<file path="src/design/mrfc_pkg.sv">
// ----------------------------------------------------------------------------
// mrfc_pkg: shared types and constants of the Modbus RTU request checker
// Holds the result status codes, the frame layout constants, the CRC-16
// constants and the function code classification used by every module.
// ----------------------------------------------------------------------------
`default_nettype none

package mrfc_pkg;

	localparam int unsigned CNT_W  = 9;
	localparam int unsigned CRC_W  = 16;
	localparam int unsigned BYTE_W = 8;

	localparam logic [CRC_W-1:0] CRC_POLY = 16'hA001;
	localparam logic [CRC_W-1:0] CRC_INIT = 16'hFFFF;

	localparam logic [CNT_W-1:0] CNT_MAX     = 9'd511;
	localparam logic [CNT_W-1:0] POS_ADDR    = 9'd1;
	localparam logic [CNT_W-1:0] POS_FUNC    = 9'd2;
	localparam logic [CNT_W-1:0] POS_CHECK   = 9'd5;
	localparam logic [CNT_W-1:0] POS_BCOUNT  = 9'd7;
	localparam logic [CNT_W-1:0] FIXED_LEN   = 9'd8;
	localparam logic [CNT_W-1:0] VAR_LEN_OFS = 9'd9;

	localparam logic [BYTE_W-1:0] FC_FIXED_LO = 8'h01;
	localparam logic [BYTE_W-1:0] FC_FIXED_HI = 8'h06;
	localparam logic [BYTE_W-1:0] FC_WR_COILS = 8'h0F;
	localparam logic [BYTE_W-1:0] FC_WR_REGS  = 8'h10;

	localparam logic [BYTE_W-1:0] SLAVE_ADDR_RESET = 8'd1;

	typedef enum logic [1:0] {
		ST_NOT_READY = 2'd0,
		ST_COMPLETE  = 2'd1,
		ST_BAD_ADDR  = 2'd2,
		ST_BAD_FUNC  = 2'd3
	} status_t;

	typedef struct packed {
		status_t           status;
		logic              crc_ok;
		logic [BYTE_W-1:0] function_code;
		logic [CNT_W-1:0]  frame_length;
	} result_t;

	// Read and write-single functions have a fixed eight byte request.
	function automatic logic is_fixed_func(input logic [BYTE_W-1:0] fc);
		return (fc inside {[FC_FIXED_LO:FC_FIXED_HI]});
	endfunction

	// Write-multiple functions carry their data length in byte seven.
	function automatic logic is_var_func(input logic [BYTE_W-1:0] fc);
		return (fc == FC_WR_COILS) || (fc == FC_WR_REGS);
	endfunction

endpackage

`default_nettype wire

</file>
<file path="src/design/mrfc_crc8.sv">
// ----------------------------------------------------------------------------
// mrfc_crc8: one-byte CRC-16/Modbus update
// Folds one byte into a running reflected CRC-16, eight shift steps unrolled.
// ----------------------------------------------------------------------------
`default_nettype none

module mrfc_crc8 (
	input  wire logic [mrfc_pkg::CRC_W-1:0]  crc_in,
	input  wire logic [mrfc_pkg::BYTE_W-1:0] data,
	output logic      [mrfc_pkg::CRC_W-1:0]  crc_out
);

	always_comb begin
		logic [mrfc_pkg::CRC_W-1:0] c;
		c = crc_in ^ {{(mrfc_pkg::CRC_W-mrfc_pkg::BYTE_W){1'b0}}, data};
		for (int i = 0; i < mrfc_pkg::BYTE_W; i++) begin
			if (c[0]) begin
				c = (c >> 1) ^ mrfc_pkg::CRC_POLY;
			end else begin
				c = c >> 1;
			end
		end
		crc_out = c;
	end

endmodule

`default_nettype wire

</file>
<file path="src/design/mrfc_frame.sv">
// ----------------------------------------------------------------------------
// mrfc_frame: frame state and classification
// Keeps the byte count, running CRC, address, function and expected length
// of the current frame, and works out the result for the byte on its input.
// ----------------------------------------------------------------------------
`default_nettype none

module mrfc_frame (
	input  wire logic                         clk,
	input  wire logic                         arst_n,
	input  wire logic                         advance,
	input  wire logic [mrfc_pkg::BYTE_W-1:0]  rx_byte,
	input  wire logic                         frame_start,
	input  wire logic [mrfc_pkg::BYTE_W-1:0]  slave_address,
	output mrfc_pkg::result_t                 result
);

	logic [mrfc_pkg::CNT_W-1:0]  count_q,    count_d;
	logic [mrfc_pkg::CRC_W-1:0]  crc_q,      crc_d;
	logic [mrfc_pkg::BYTE_W-1:0] func_q,     func_d;
	logic [mrfc_pkg::BYTE_W-1:0] addr_q,     addr_d;
	logic [mrfc_pkg::CNT_W-1:0]  exp_len_q,  exp_len_d;
	logic                        discard_q,  discard_d;

	logic [mrfc_pkg::CNT_W-1:0]  count0;
	logic [mrfc_pkg::CRC_W-1:0]  crc0;
	logic [mrfc_pkg::CRC_W-1:0]  crc_next;
	logic [mrfc_pkg::BYTE_W-1:0] func0;
	logic [mrfc_pkg::BYTE_W-1:0] addr0;
	logic [mrfc_pkg::CNT_W-1:0]  exp_len0;
	logic                        discard0;

	// A frame start clears the frame state before the byte is taken in.
	assign count0   = frame_start ? '0 : count_q;
	assign crc0     = frame_start ? mrfc_pkg::CRC_INIT : crc_q;
	assign func0    = frame_start ? '0 : func_q;
	assign addr0    = frame_start ? '0 : addr_q;
	assign exp_len0 = frame_start ? '0 : exp_len_q;
	assign discard0 = frame_start ? 1'b0 : discard_q;

	mrfc_crc8 u_crc (
		.crc_in  (crc0),
		.data    (rx_byte),
		.crc_out (crc_next)
	);

	always_comb begin
		logic [mrfc_pkg::CNT_W-1:0] cnt1;
		mrfc_pkg::status_t          st;

		count_d   = count0;
		crc_d     = crc0;
		func_d    = func0;
		addr_d    = addr0;
		exp_len_d = exp_len0;
		discard_d = discard0;
		cnt1      = count0;
		st        = mrfc_pkg::ST_NOT_READY;

		result.status        = mrfc_pkg::ST_NOT_READY;
		result.crc_ok        = 1'b0;
		result.function_code = func0;
		result.frame_length  = count0;

		if (!discard0) begin
			crc_d = crc_next;
			cnt1  = (count0 < mrfc_pkg::CNT_MAX) ? count0 + 1'b1 : count0;
			if (cnt1 == mrfc_pkg::POS_ADDR) begin
				addr_d = rx_byte;
			end else if (cnt1 == mrfc_pkg::POS_FUNC) begin
				func_d = rx_byte;
			end

			if (cnt1 == mrfc_pkg::POS_CHECK) begin
				if (addr_d != slave_address) begin
					st = mrfc_pkg::ST_BAD_ADDR;
				end else if (mrfc_pkg::is_fixed_func(func_d)) begin
					exp_len_d = mrfc_pkg::FIXED_LEN;
				end else if (mrfc_pkg::is_var_func(func_d)) begin
					exp_len_d = '0;
				end else begin
					st = mrfc_pkg::ST_BAD_FUNC;
				end
			end else if (cnt1 == mrfc_pkg::POS_BCOUNT && mrfc_pkg::is_var_func(func_d)) begin
				exp_len_d = {1'b0, rx_byte} + mrfc_pkg::VAR_LEN_OFS;
			end

			count_d              = cnt1;
			result.function_code = func_d;
			result.frame_length  = cnt1;

			if (st != mrfc_pkg::ST_NOT_READY) begin
				// Rejected: drop everything up to the next frame start.
				discard_d     = 1'b1;
				count_d       = '0;
				crc_d         = mrfc_pkg::CRC_INIT;
				result.status = st;
			end else if (exp_len_d != '0 && cnt1 == exp_len_d) begin
				result.status = mrfc_pkg::ST_COMPLETE;
				result.crc_ok = (crc_next == '0);
			end
		end
	end

	always_ff @(posedge clk or negedge arst_n) begin
		if (!arst_n) begin
			count_q   <= '0;
			crc_q     <= mrfc_pkg::CRC_INIT;
			func_q    <= '0;
			addr_q    <= '0;
			exp_len_q <= '0;
			discard_q <= 1'b1;
		end else if (advance) begin
			count_q   <= count_d;
			crc_q     <= crc_d;
			func_q    <= func_d;
			addr_q    <= addr_d;
			exp_len_q <= exp_len_d;
			discard_q <= discard_d;
		end
	end

endmodule

`default_nettype wire

</file>
<file path="src/design/modbus_rtu_request_frame_checker_top.sv">
// ----------------------------------------------------------------------------
// modbus_rtu_request_frame_checker_top: Modbus RTU request frame checker
// Streams request bytes in, checks address, function, length and CRC-16,
// and gives one status beat out for every byte beat in.
// ----------------------------------------------------------------------------
// Each input beat carries one received byte and a frame start flag in tuser;
// each input beat produces exactly one output beat, in order. The block takes
// a beat on every clock cycle: the byte is captured in an input register, the
// CRC update and frame classification run in one pass of logic, and the
// result lands in an output register. The result of a byte is therefore
// offered only after it has passed through the input register, the frame
// logic and the output register in that order. Throughput is one beat
// per cycle as long as the output side keeps taking beats. While the output
// side stalls, the output register holds one finished result and the input
// register takes one more byte before s_tready falls; once both registers are
// full, s_tready follows m_tready combinationally. On the fifth byte of a
// frame the address is compared with the slave address register as it stands
// at that moment; a mismatch or an unknown function code is reported and the
// rest of the frame is dropped until the next frame start. Before the first
// frame start after reset all bytes are dropped. The slave address register
// resets to 1 and should only be written while no beats are in flight.
// ----------------------------------------------------------------------------
`default_nettype none

module modbus_rtu_request_frame_checker_top (
	input  wire logic        clk,
	input  wire logic        arst_n,
	// Configuration: slave address register.
	input  wire logic        cfg_we,
	input  wire logic [7:0]  cfg_wdata,
	// Slave side: received bytes.
	input  wire logic        s_tvalid,
	output logic             s_tready,
	input  wire logic [7:0]  s_tdata,   // [7:0] rx_byte
	input  wire logic [0:0]  s_tuser,   // [0] frame_start
	// Master side: per-byte status.
	output logic             m_tvalid,
	input  wire logic        m_tready,
	output logic [23:0]      m_tdata,   // [7:0] function_code, [16:8] frame_length, zero above
	output logic [2:0]       m_tuser    // [1:0] status, [2] crc_ok
);

	logic [mrfc_pkg::BYTE_W-1:0] slave_addr_q;

	logic                        valid_s1;
	logic [mrfc_pkg::BYTE_W-1:0] byte_s1;
	logic                        start_s1;

	logic                        valid_s2;
	mrfc_pkg::result_t           result_s2;

	mrfc_pkg::result_t           result;
	logic                        advance;

	// A held byte moves on when the result stage is empty or its beat is being taken.
	assign advance  = valid_s1 && (!valid_s2 || m_tready);
	assign s_tready = !valid_s1 || advance;

	always_ff @(posedge clk or negedge arst_n) begin
		if (!arst_n) begin
			slave_addr_q <= mrfc_pkg::SLAVE_ADDR_RESET;
		end else if (cfg_we) begin
			slave_addr_q <= cfg_wdata;
		end
	end

	// Input register.
	always_ff @(posedge clk or negedge arst_n) begin
		if (!arst_n) begin
			valid_s1 <= 1'b0;
		end else if (s_tready) begin
			valid_s1 <= s_tvalid;
		end
	end

	always_ff @(posedge clk) begin
		if (s_tready && s_tvalid) begin
			byte_s1  <= s_tdata;
			start_s1 <= s_tuser[0];
		end
	end

	mrfc_frame u_frame (
		.clk           (clk),
		.arst_n        (arst_n),
		.advance       (advance),
		.rx_byte       (byte_s1),
		.frame_start   (start_s1),
		.slave_address (slave_addr_q),
		.result        (result)
	);

	// Output register.
	always_ff @(posedge clk or negedge arst_n) begin
		if (!arst_n) begin
			valid_s2 <= 1'b0;
		end else if (advance) begin
			valid_s2 <= 1'b1;
		end else if (m_tready) begin
			valid_s2 <= 1'b0;
		end
	end

	always_ff @(posedge clk) begin
		if (advance) begin
			result_s2 <= result;
		end
	end

	assign m_tvalid = valid_s2;
	assign m_tdata  = {7'd0, result_s2.frame_length, result_s2.function_code};
	assign m_tuser  = {result_s2.crc_ok, result_s2.status};

endmodule

`default_nettype wire

</file>
<file path="config.mk">
export PLATFORM = sky130hd
export DESIGN_NAME = modbus_rtu_request_frame_checker_top
export DESIGN_NICKNAME = d
export VERILOG_FILES = /design/src/design/mrfc_pkg.sv /design/src/design/mrfc_crc8.sv /design/src/design/mrfc_frame.sv /design/src/design/modbus_rtu_request_frame_checker_top.sv
export SDC_FILE = /design/constraint.sdc
export NUM_CORES = 1
export LEC_CHECK = 0
export CORE_ASPECT_RATIO = 0.6
export CORE_MARGIN = 3
export CORE_UTILIZATION = 40
export DETAILED_ROUTE_END_ITERATION = 16
export DONT_BUFFER_PORTS = 1
export PLACE_DENSITY = 0.64
export SLEW_MARGIN = 20
export SYNTH_ARGS = -nofsm -noshare
export SYNTH_HDL_FRONTEND = slang
export SYNTH_SLANG_ARGS = --single-unit
</file>
<file path="constraint.sdc">
create_clock -name clk -period 5.2 [get_ports clk]
set_input_delay 0.78 -clock clk [delete_from_list [all_inputs] [get_ports clk]]
set_output_delay 0.78 -clock clk [all_outputs]
set_load 0.03 [all_outputs]
</file>
==> results.sh, run 1 <==
export IMPL_max_cap_violations=0
export IMPL_finalSetupViolations=0
export IMPL_final_common_cell="nand2_1"
export IMPL_r2r_start="start_s1"
export IMPL_fin_nets=573
export IMPL_worstMarginPinSlew_ns=0.9360
export IMPL_antenna_cells=0
export IMPL_stdcell_count=718
export IMPL_reg2reg_slack_ns=0.76
export IMPL_powerDensity_nw_per_um2=452.5
export IMPL_worst_slack_ns=0.7617
export IMPL_cts_resized=0
export IMPL_fmax_mhz=225.3
export IMPL_max_stage_delay_ns=0.57
export IMPL_ir_worst_vdd_mv=0.4751
export IMPL_slew_violations=0
export IMPL_grt_use_total=0.1958
export IMPL_die_x_um=154.4
export IMPL_dp_cells=702
export IMPL_syn2layout_area_growth_pct=7.031
export IMPL_drt_pass1_iter_count=5
export IMPL_whs_ns=0.1275
export IMPL_crit_arrival_ns=4.58
export IMPL_grt_pass1_wl_mm=22.40
export IMPL_drc_errors=0
export IMPL_antenna_found_initial=0
export IMPL_detailedPlace_worstSlack_ns=0.8541
export IMPL_cts_sinks=90
export IMPL_htreeDepth=3
export IMPL_cts_tree="done"
export IMPL_synthArstFlopShare=0.6778
export IMPL_hp_class="in2async"
export IMPL_endpoint_kind="register"
export IMPL_r2r_worst_path_cells=13
export IMPL_wl_per_cell_um=19.45
export IMPL_synth_edf_count=29
export IMPL_start_util=0.4232
export IMPL_cp_slowest_cell="o31ai_1"
export IMPL_die_area_um2=14670
export IMPL_cts_root_buf="clkbuf_16"
export IMPL_routed_wl_mm=13.97
export IMPL_min_period_over_period=0.8535
export IMPL_layout_common_cells="nand2_1 (80), nor2_1 (48), dfrtp_1 (43), edfxtp_1 (29), xnor2_1 (28)"
export IMPL_dpl_instance_area_um2=5374
export IMPL_outcome="finished clean"
export IMPL_finalSetupTns_ns=0
export IMPL_fin_util=0.4529
export IMPL_grt_pass1_vias=3962
export IMPL_io_pins=51
export IMPL_ys_flop_type="dfrtp_1"
export IMPL_antenna_left=0
export IMPL_skew_ns=0.006733
export IMPL_drtIter0Drc=600
export IMPL_path_class="reg2reg"
export IMPL_vias_per_cell=5.961
export IMPL_clock_latency_ns=0.34
export IMPL_die_h_um=95.04
export IMPL_grt_max_degree=62
export IMPL_clock_path_buffers=2
export IMPL_cp_required_ns=5.34
export IMPL_core_um2=12490
export IMPL_ys_seq_elements=90
export IMPL_hpwl_mm=10.12
export IMPL_cts_buffers=9
export IMPL_gp_congestion=1.065
export IMPL_finalInstanceArea_um2=5657
export IMPL_grt_overflow=0
export IMPL_hold_violations=0
export IMPL_p_leak_nw=2.223
export IMPL_syn_area_per_cell_um2=9.354
export IMPL_layout_min_cycle_time_ns=4.438
export IMPL_vias=4280
export IMPL_cp_start_kind="register"
export IMPL_rsz0062_at_grt="no"
export IMPL_clk_pin_slew_ns=0.06
export IMPL_cp_cell_sequence="buf_4 -> nor2b_1 -> ha_1 -> and3b_1 -> a41oi_1 -> a22o_1 -> nor4_1 -> nand2_1 -> mux2_2 -> o211a_1 -> o31ai_1 -> mux2i_1 -> o41ai_2"
export IMPL_post_cts_setup_buffer_count=0
export IMPL_ys_types=69
export IMPL_yosysWarningCount=0
export IMPL_netlist_area_um2=5285
export IMPL_drive_gt1_frac=0.1103
export IMPL_power_mw=2.560
export IMPL_slew_headroom=0.3694
export IMPL_crit_fanout=20
export IMPL_synth_seq_area_share=0.4579
export IMPL_rows=31
export IMPL_r2r_end="m_tuser[0]"
export IMPL_port_buffer_count=0
export IMPL_cts_hold_buffers=0
export IMPL_synthCells=565
==> synthesized netlist by cell type (3+ instances only) <==
cell,n,area share
edfxtp_1,29,0.16
ha_1,3,0.0071
o22ai_1,4,0.0047
a31oi_1,13,0.015
nand3_1,12,0.011
clkbuf_1,22,0.016
buf_4,9,0.013
and3_1,5,0.0059
or3_1,4,0.0047
nor4_1,9,0.011
o211ai_1,5,0.0071
mux2_2,11,0.023
dfrtp_1,43,0.20
o211a_1,4,0.0076
a21oi_1,21,0.020
buf_1,4,0.0028
xnor2_1,28,0.046
a41oi_1,3,0.0050
a22o_1,19,0.031
nand4_1,8,0.0095
o21ai_0,26,0.025
xor2_1,17,0.028
nor2_1,48,0.034
o31ai_1,4,0.0057
inv_1,13,0.0092
and2_1,4,0.0047
mux2i_1,4,0.0076
nand2_1,80,0.057
dfstp_2,18,0.089
nor2b_1,17,0.020
nor3_1,16,0.015
nor3_2,3,0.0057
or4_1,6,0.0085
nand2b_1,6,0.0071
buf_2,4,0.0038
a22oi_1,3,0.0043
==> cell type report <==
type                    count  area, µm²
fillers                  1191       6833
clock inverters             4      26.28
well taps                 165      206.4
inverters                  14      52.55
flip-flops and latches     90       2420
multi-input cells         428       2658
repair buffers              5      37.54
clock buffers              12      256.5
==> per-layer routing <==
metal,up-vias,routed length (µm),global-route usage
li1,1993,-,-
met1,2052,6903,0.3086
met2,223,5585,0.2667
met3,12,1395,0.05669
met4,0,84,0.03012
met5,-,0,0
==> critical path, delay by kind of cell (launching register included) <==
family,cells,cell delay (ns)
flops,1,0.39
fa+ha+maj,1,0.23
compound gates,5,1.67
buf+inv,1,0.23
simple gates,4,1.11
mux,2,0.60
==> flip-flops by register name (all words and copies together) (netlist names), 3 cells and up <==
signal and cells:
byte_s1 8, m_tuser 3, u_frame.addr_q 8, u_frame.exp_len_q 9, u_frame.count_q 9, u_frame.func_q 8
slave_addr_q 8, u_frame.crc_q 16, m_tdata 17
==> worst max-delay path by stage <==
| stage | start | end | depth (start not counted) |
|---|---|---|---|
| 6_report | start_s1 | m_tuser[0] | 13 |
| 5_1_grt | start_s1 | m_tuser[2] | 12 |
| 2_1_floorplan | start_s1 | m_tuser[2] | 19 |
| 3_5_place_dp | start_s1 | m_tuser[0] | 12 |
| 4_1_cts | start_s1 | m_tuser[0] | 12 |
| 3_3_place_gp | start_s1 | m_tuser[0] | 12 |
==> cells by family (layout without fill, tap and decap cells) <==
kind of cell | count (synthesis) | in the layout | synth area share
AND/OR/NAND/NOR | 230 | 230 | 0.2133
other | 1 | 7 | 0.0007095
multiplexers | 15 | 15 | 0.03101
buffers and inverters | 53 | 35 | 0.04498
flip-flops | 90 | 90 | 0.4579
adder cells (fa/ha/maj) | 3 | 3 | 0.007103
XOR/XNOR | 45 | 45 | 0.07457
AO/OA/AOI/OAI | 128 | 128 | 0.1705
==> where the power goes <==
part / internal, mW / leakage (nW) / switching (mW) / total (mW)
Sequential: 0.939 / 1.04 / 0.194 / 1.13
Combinational: 0.340 / 1.05 / 0.464 / 0.804
Clock: 0.350 / 0.139 / 0.273 / 0.623
Total: 1.63 / 2.22 / 0.932 / 2.56
(Power assumes the default switching activity.)
==> run 2, diff against run 1 <==
Settings changed: CORE_ASPECT_RATIO 0.6 to 0.7, CTS_BUF_LIST set to sky130_fd_sc_hd__clkbuf_8 sky130_fd_sc_hd__clkbuf_16.
==> results.sh, run 2 (synthesis results as in run 1) <==
export IMPL_crit_fanout=14
export IMPL_finalInstanceArea_um2=5699
export IMPL_max_stage_delay_ns=0.71
export IMPL_cts_root_buf="clkbuf_16"
export IMPL_final_common_cell="nand2_1"
export IMPL_crit_arrival_ns=4.60
export IMPL_slew_violations=0
export IMPL_drc_errors=0
export IMPL_port_buffer_count=0
export IMPL_hpwl_mm=10.16
export IMPL_dp_cells=701
export IMPL_endpoint_kind="register"
export IMPL_cts_hold_buffers=0
export IMPL_cts_buffers=9
export IMPL_antenna_found_initial=1
export IMPL_die_area_um2=14650
export IMPL_r2r_start="start_s1"
export IMPL_clk_pin_slew_ns=0.07
export IMPL_hp_class="in2async"
export IMPL_n_fill_cell=1222
export IMPL_dpl_instance_area_um2=5378
export IMPL_wl_per_cell_um=19.63
export IMPL_ir_worst_vdd_mv=0.3510
export IMPL_finalSetupViolations=0
export IMPL_layout_common_cells="nand2_1 (80), nor2_1 (48), dfrtp_1 (43), edfxtp_1 (29), xnor2_1 (28)"
export IMPL_largest_reg_flops=17
export IMPL_grt_use_total=0.2006
export IMPL_path_class="reg2reg"
export IMPL_r2r_worst_path_cells=11
export IMPL_core_um2=12680
export IMPL_cp_start_kind="register"
export IMPL_syn2layout_area_growth_pct=7.836
export IMPL_fmax_mhz=224.2
export IMPL_post_cts_setup_buffer_count=0
export IMPL_die_h_um=102.2
export IMPL_finalSetupTns_ns=0
export IMPL_outcome="finished clean"
export IMPL_grt_overflow=0
export IMPL_gp_congestion=0.9554
export IMPL_vias_per_cell=5.964
export IMPL_grt_pass1_vias=4120
export IMPL_rows=34
export IMPL_cp_slowest_cell="or4_1"
export IMPL_drive_gt1_frac=0.1117
export IMPL_slew_headroom=0.4325
export IMPL_io_pins=51
export IMPL_grt_max_degree=62
export IMPL_powerDensity_nw_per_um2=461.4
export IMPL_drtIter0Drc=387
export IMPL_drt_pass1_iter_count=5
export IMPL_layout_min_cycle_time_ns=4.460
export IMPL_fin_nets=575
export IMPL_worstMarginPinSlew_ns=0.8423
export IMPL_grt_pass1_wl_mm=22.74
export IMPL_hold_violations=0
export IMPL_cts_sinks=90
export IMPL_critical_path_buf_inv_count=0
export IMPL_stdcell_count=718
export IMPL_clock_path_buffers=2
export IMPL_r2r_end="m_tuser[2]"
export IMPL_htreeDepth=3
export IMPL_cp_top_family="simple AND/OR/NAND/NOR gates"
export IMPL_cp_required_ns=5.34
export IMPL_clock_latency_ns=0.35
export IMPL_reg2reg_slack_ns=0.74
export IMPL_routed_wl_mm=14.10
export IMPL_cts_resized=0
export IMPL_rsz0062_at_grt="no"
export IMPL_start_util=0.4169
export IMPL_vias=4282
export IMPL_skew_ns=0.01123
export IMPL_seqCellArea_um2=2420
export IMPL_cts_tree="done"
export IMPL_cp_cell_sequence="nor2b_1 -> ha_1 -> and3b_1 -> and3_1 -> a21oi_1 -> or4_1 -> or3_1 -> o31a_1 -> a31oi_1 -> mux2i_1 -> a2111oi_2"
export IMPL_die_x_um=143.4
export IMPL_antenna_left=0
export IMPL_min_period_over_period=0.8578
export IMPL_power_mw=2.630
export IMPL_p_leak_nw=2.243
export IMPL_max_cap_violations=0
export IMPL_multi_input_area_um2=2650
## run 2: per-layer routing
metal  track usage  share of wire  vias to the layer above
met5             0              0                        -
met4       0.05137          0.015                        0
met3       0.04864          0.070                       19
met2        0.2880           0.43                      166
met1        0.3029           0.49                     2095
li1              -              -                     2002
## run 2: per-stage QoR
step,utilization,hold WS (ns),setup WS [ns]
detailed placement,0.4242,0.4782,0.8321
CTS,0.4494,0.1141,0.8061
global placement,0.4242,0.4711,1.020
global route,0.4496,0.1102,0.3798
floorplan,-,0.4422,0.4942
finish,0.4496,0.1215,0.7397
## run 2: worst max path at each step
stage | from | end | slack [ns] | cells past startpoint
CTS | start_s1 | m_tuser[2] | 0.81 | 11
global placement | start_s1 | m_tuser[2] | 1.02 | 11
detailed placement | start_s1 | m_tuser[2] | 0.83 | 11
finish | start_s1 | m_tuser[2] | 0.74 | 11
global route | start_s1 | m_tuser[2] | 0.38 | 11
floorplan | start_s1 | m_tuser[2] | 0.49 | 19
## run 2: area by class of cell
| class | count | share of cell area |
|---|---|---|
| Multi-Input combinational cell | 428 | 0.4650 |
| Clock inverter | 7 | 0.01647 |
| Tap cell | 162 | 0.03557 |
| Antenna cell | 1 | 0.0004391 |
| Clock buffer | 9 | 0.03952 |
| Timing Repair Buffer | 7 | 0.009221 |
| Sequential cell | 90 | 0.4246 |
| Inverter | 14 | 0.009221 |
## run 2: power by group
| part | internal (mW) | switching, mW | total, mW |
|---|---|---|---|
| clock network | 0.420 | 0.279 | 0.699 |
| registers | 0.939 | 0.194 | 1.13 |
| logic | 0.340 | 0.458 | 0.798 |
| total | 1.70 | 0.931 | 2.63 |
==> run 3, diff against run 2 <==
Settings changed: SYNTH_HIERARCHICAL set to 1.
==> results.sh, run 3 <==
export IMPL_cts_sinks=90
export IMPL_ys_seq_elements=90
export IMPL_detailedPlace_worstSlack_ns=1.026
export IMPL_synth_commonest_cells="nand2_1 (52), nor2_1 (52), dfrtp_1 (43)"
export IMPL_min_period_over_period=0.8425
export IMPL_seqPwrFrac=0.438
export IMPL_fin_nets=556
export IMPL_outcome="finished clean"
export IMPL_synth_xor_area_frac=0.07503
export IMPL_synth_compound_area_frac=0.1524
export IMPL_cts_root_buf="clkbuf_16"
export IMPL_yosysTopAreaCell="dfrtp_1"
export IMPL_p_int_mw=1.664
export IMPL_p_clk_frac=0.280
export IMPL_highest_layer="met4"
export IMPL_cts_tree="done"
export IMPL_cp_startpoint="u_frame/count_q[0]"
export IMPL_max_cap_violations=0
export IMPL_met1_length_mm=6.639
export IMPL_synth_top_family_by_area="simple AND/OR/NAND/NOR gates"
export IMPL_drt_pass1_iter_count=6
export IMPL_cp_start_kind="register"
export IMPL_p_leak_nw=2.249
export IMPL_layout_min_cycle_time_ns=4.381
export IMPL_endpoint_kind="register"
export IMPL_clock_latency_ns=0.34
export IMPL_crit_arrival_ns=4.58
export IMPL_p_sw_mw=0.8293
export IMPL_powerDensity_nw_per_um2=432.7
export IMPL_core_um2=12800
export IMPL_vias_per_cell=5.861
export IMPL_crit_fanout=13
export IMPL_grt_pass1_wl_mm=21.98
export IMPL_routed_wl_met3_mm=1.014
export IMPL_grt_max_degree=62
export IMPL_rows=34
export IMPL_wl_met2_mm=5.776
export IMPL_clock_path_buffers=2
export IMPL_wl_per_cell_um=19.07
export IMPL_largest_reg_flops=17
export IMPL_drtIter0Drc=455
export IMPL_drive_gt1_frac=0.1620
export IMPL_routed_wl_mm=13.67
export IMPL_synthCells=552
export IMPL_stdcell_count=717
export IMPL_antenna_left=0
export IMPL_worst_slack_ns=0.8188
export IMPL_hp_class="in2async"
export IMPL_grt_overflow=0
export IMPL_synth_seq_area_share=0.4492
export IMPL_fmax_mhz=228.2
export IMPL_dp_cells=701
export IMPL_multi_input_area_um2=2708
export IMPL_cts_hold_buffers=0
export IMPL_netlist_area_um2=5386
export IMPL_netlist_top_cells_area="dfrtp_1 (20%), edfxtp_1 (16%), dfstp_2 (8.8%)"
export IMPL_io_pins=51
export IMPL_worstMarginPinSlew_ns=1.068
export IMPL_n_fill_cell=1217
export IMPL_switching_share=0.3326
export IMPL_layout_common_cells="nor2_1 (52), nand2_1 (52), dfrtp_1 (43), a21oi_1 (30)"
export IMPL_start_util=0.4207
export IMPL_r2r_start="u_frame/count_q[0]"
export IMPL_htreeDepth=3
export IMPL_vias=4202
export IMPL_syn_area_per_cell_um2=9.758
export IMPL_muxShareOfSynthArea=0.04855
export IMPL_slew_violations=0
export IMPL_hold_violations=0
export IMPL_grt_use_total=0.1908
export IMPL_synthArstFlopShare=0.6778
export IMPL_grt_pass1_vias=4061
export IMPL_p_comb_frac=0.282
export IMPL_clk_pin_slew_ns=0.07
export IMPL_antenna_found_initial=0
export IMPL_hpwl_mm=9.666
export IMPL_path_class="reg2reg"
export IMPL_synth_edf_count=29
export IMPL_skew_ns=0.007643
export IMPL_fin_util=0.4501
export IMPL_finalSetupViolations=0
export IMPL_cts_resized=0
export IMPL_yosysWarningCount=6
export IMPL_rsz0062_at_grt="no"
export IMPL_slew_headroom=0.2827
export IMPL_die_h_um=103.1
export IMPL_ir_worst_vdd_mv=0.3007
export IMPL_ys_flop_type="dfrtp_1"
export IMPL_seqCellArea_um2=2420
export IMPL_die_x_um=144.7
export IMPL_gp_congestion=0.9471
export IMPL_synth_adder_area_share=0.004646
export IMPL_die_area_um2=14920
export IMPL_cp_required_ns=5.40
export IMPL_yosys_area_share_simple=0.2172
export IMPL_syn2layout_area_growth_pct=6.992
export IMPL_antenna_cells=0
export IMPL_drc_errors=0
export IMPL_ys_types=71
export IMPL_finalSetupTns_ns=0
export IMPL_post_cts_setup_buffer_count=0
export IMPL_netlist_area_leader_share=0.1998
export IMPL_cts_buffers=9
export IMPL_port_buffer_count=0
==> run 3: cell types whose count changed after synthesis, sizes merged, moves of 5 or more <==
cell    delta
nand2     -28
or2       +15
nor2b     -11
a21oi      +9
buf        +7
nand3      -7
a31oi      -6
mux2       +6
nand2b     +5
nor4       +5
o21ai      +5
or3        +5
==> run 3: cell type report <==
cell class              count  area share
flip-flops and latches     90      0.4199
well taps                 180     0.03908
repair buffers              6    0.007816
clock buffers               9     0.03908
inverters                  11    0.007165
multi-input cells         414      0.4698
clock inverters             7     0.01715
==> run 3: worst max-delay path: stages, from the launching register on <==
cell      delay, ns
dfrtp_1        0.52
nand2b_2       0.16
inv_1          0.14
ha_1           0.34
and4_1         0.26
a21oi_1        0.07
nor3_1         0.53
nand3b_1       0.48
nor4_1         0.17
a31o_1         0.26
a211o_1        0.31
or3_1          0.32
a221oi_1       0.42
and4_1         0.26
==> run 3: final timing paths <==
check	to	slack, ns	depth (start not counted)
worst min register to register	m_tvalid	0.48	1
min in group clk	m_tvalid	0.48	1
worst min-delay path	u_frame/func_q[0]	0.13	0
worst max register to register	m_tuser[2]	0.82	13
worst max-delay path	m_tuser[2]	0.82	13
max in group asynchronous	u_frame/discard_q	4.86	0
==> run 3: stage by stage <==
| step | hold slack, ns | area, µm² | total power, mW |
|---|---|---|---|
| floorplan | 0.4465 | 5409 | 1.655 |
| global placement | 0.4646 | 5439 | 1.778 |
| detailed placement | 0.4820 | 5439 | 1.796 |
| CTS | 0.1208 | 5763 | 2.509 |
| global route | 0.1138 | 5763 | 2.642 |
| finish | 0.1331 | 5763 | 2.494 |
==> run 3: cells by family (layout without fill, tap and decap cells) <==
| family | after synthesis | in the layout |
|---|---|---|
| compound gates | 123 | 123 |
| xor+xnor | 42 | 42 |
| fa+ha+maj | 2 | 2 |
| buf+inv | 54 | 33 |
| flops | 90 | 90 |
| mux | 21 | 21 |
| other cells | 1 | 7 |
| simple gates | 219 | 219 |
==> run 3: power groups by stage <==
stage	clock network (mW)	registers, mW	logic, mW
after floorplan	0	1.04	0.612
after global placement	0	1.10	0.682
after detailed placement	0	1.10	0.695
after CTS	0.721	1.09	0.700
after global routing	0.751	1.11	0.779
final	0.698	1.09	0.704
==> run 3: routing by layer <==
layer	vias to the layer above	track usage
li1	1937	-
met1	2048	0.2796
met2	194	0.2771
met3	23	0.04682
met4	0	0.06093
met5	-	0
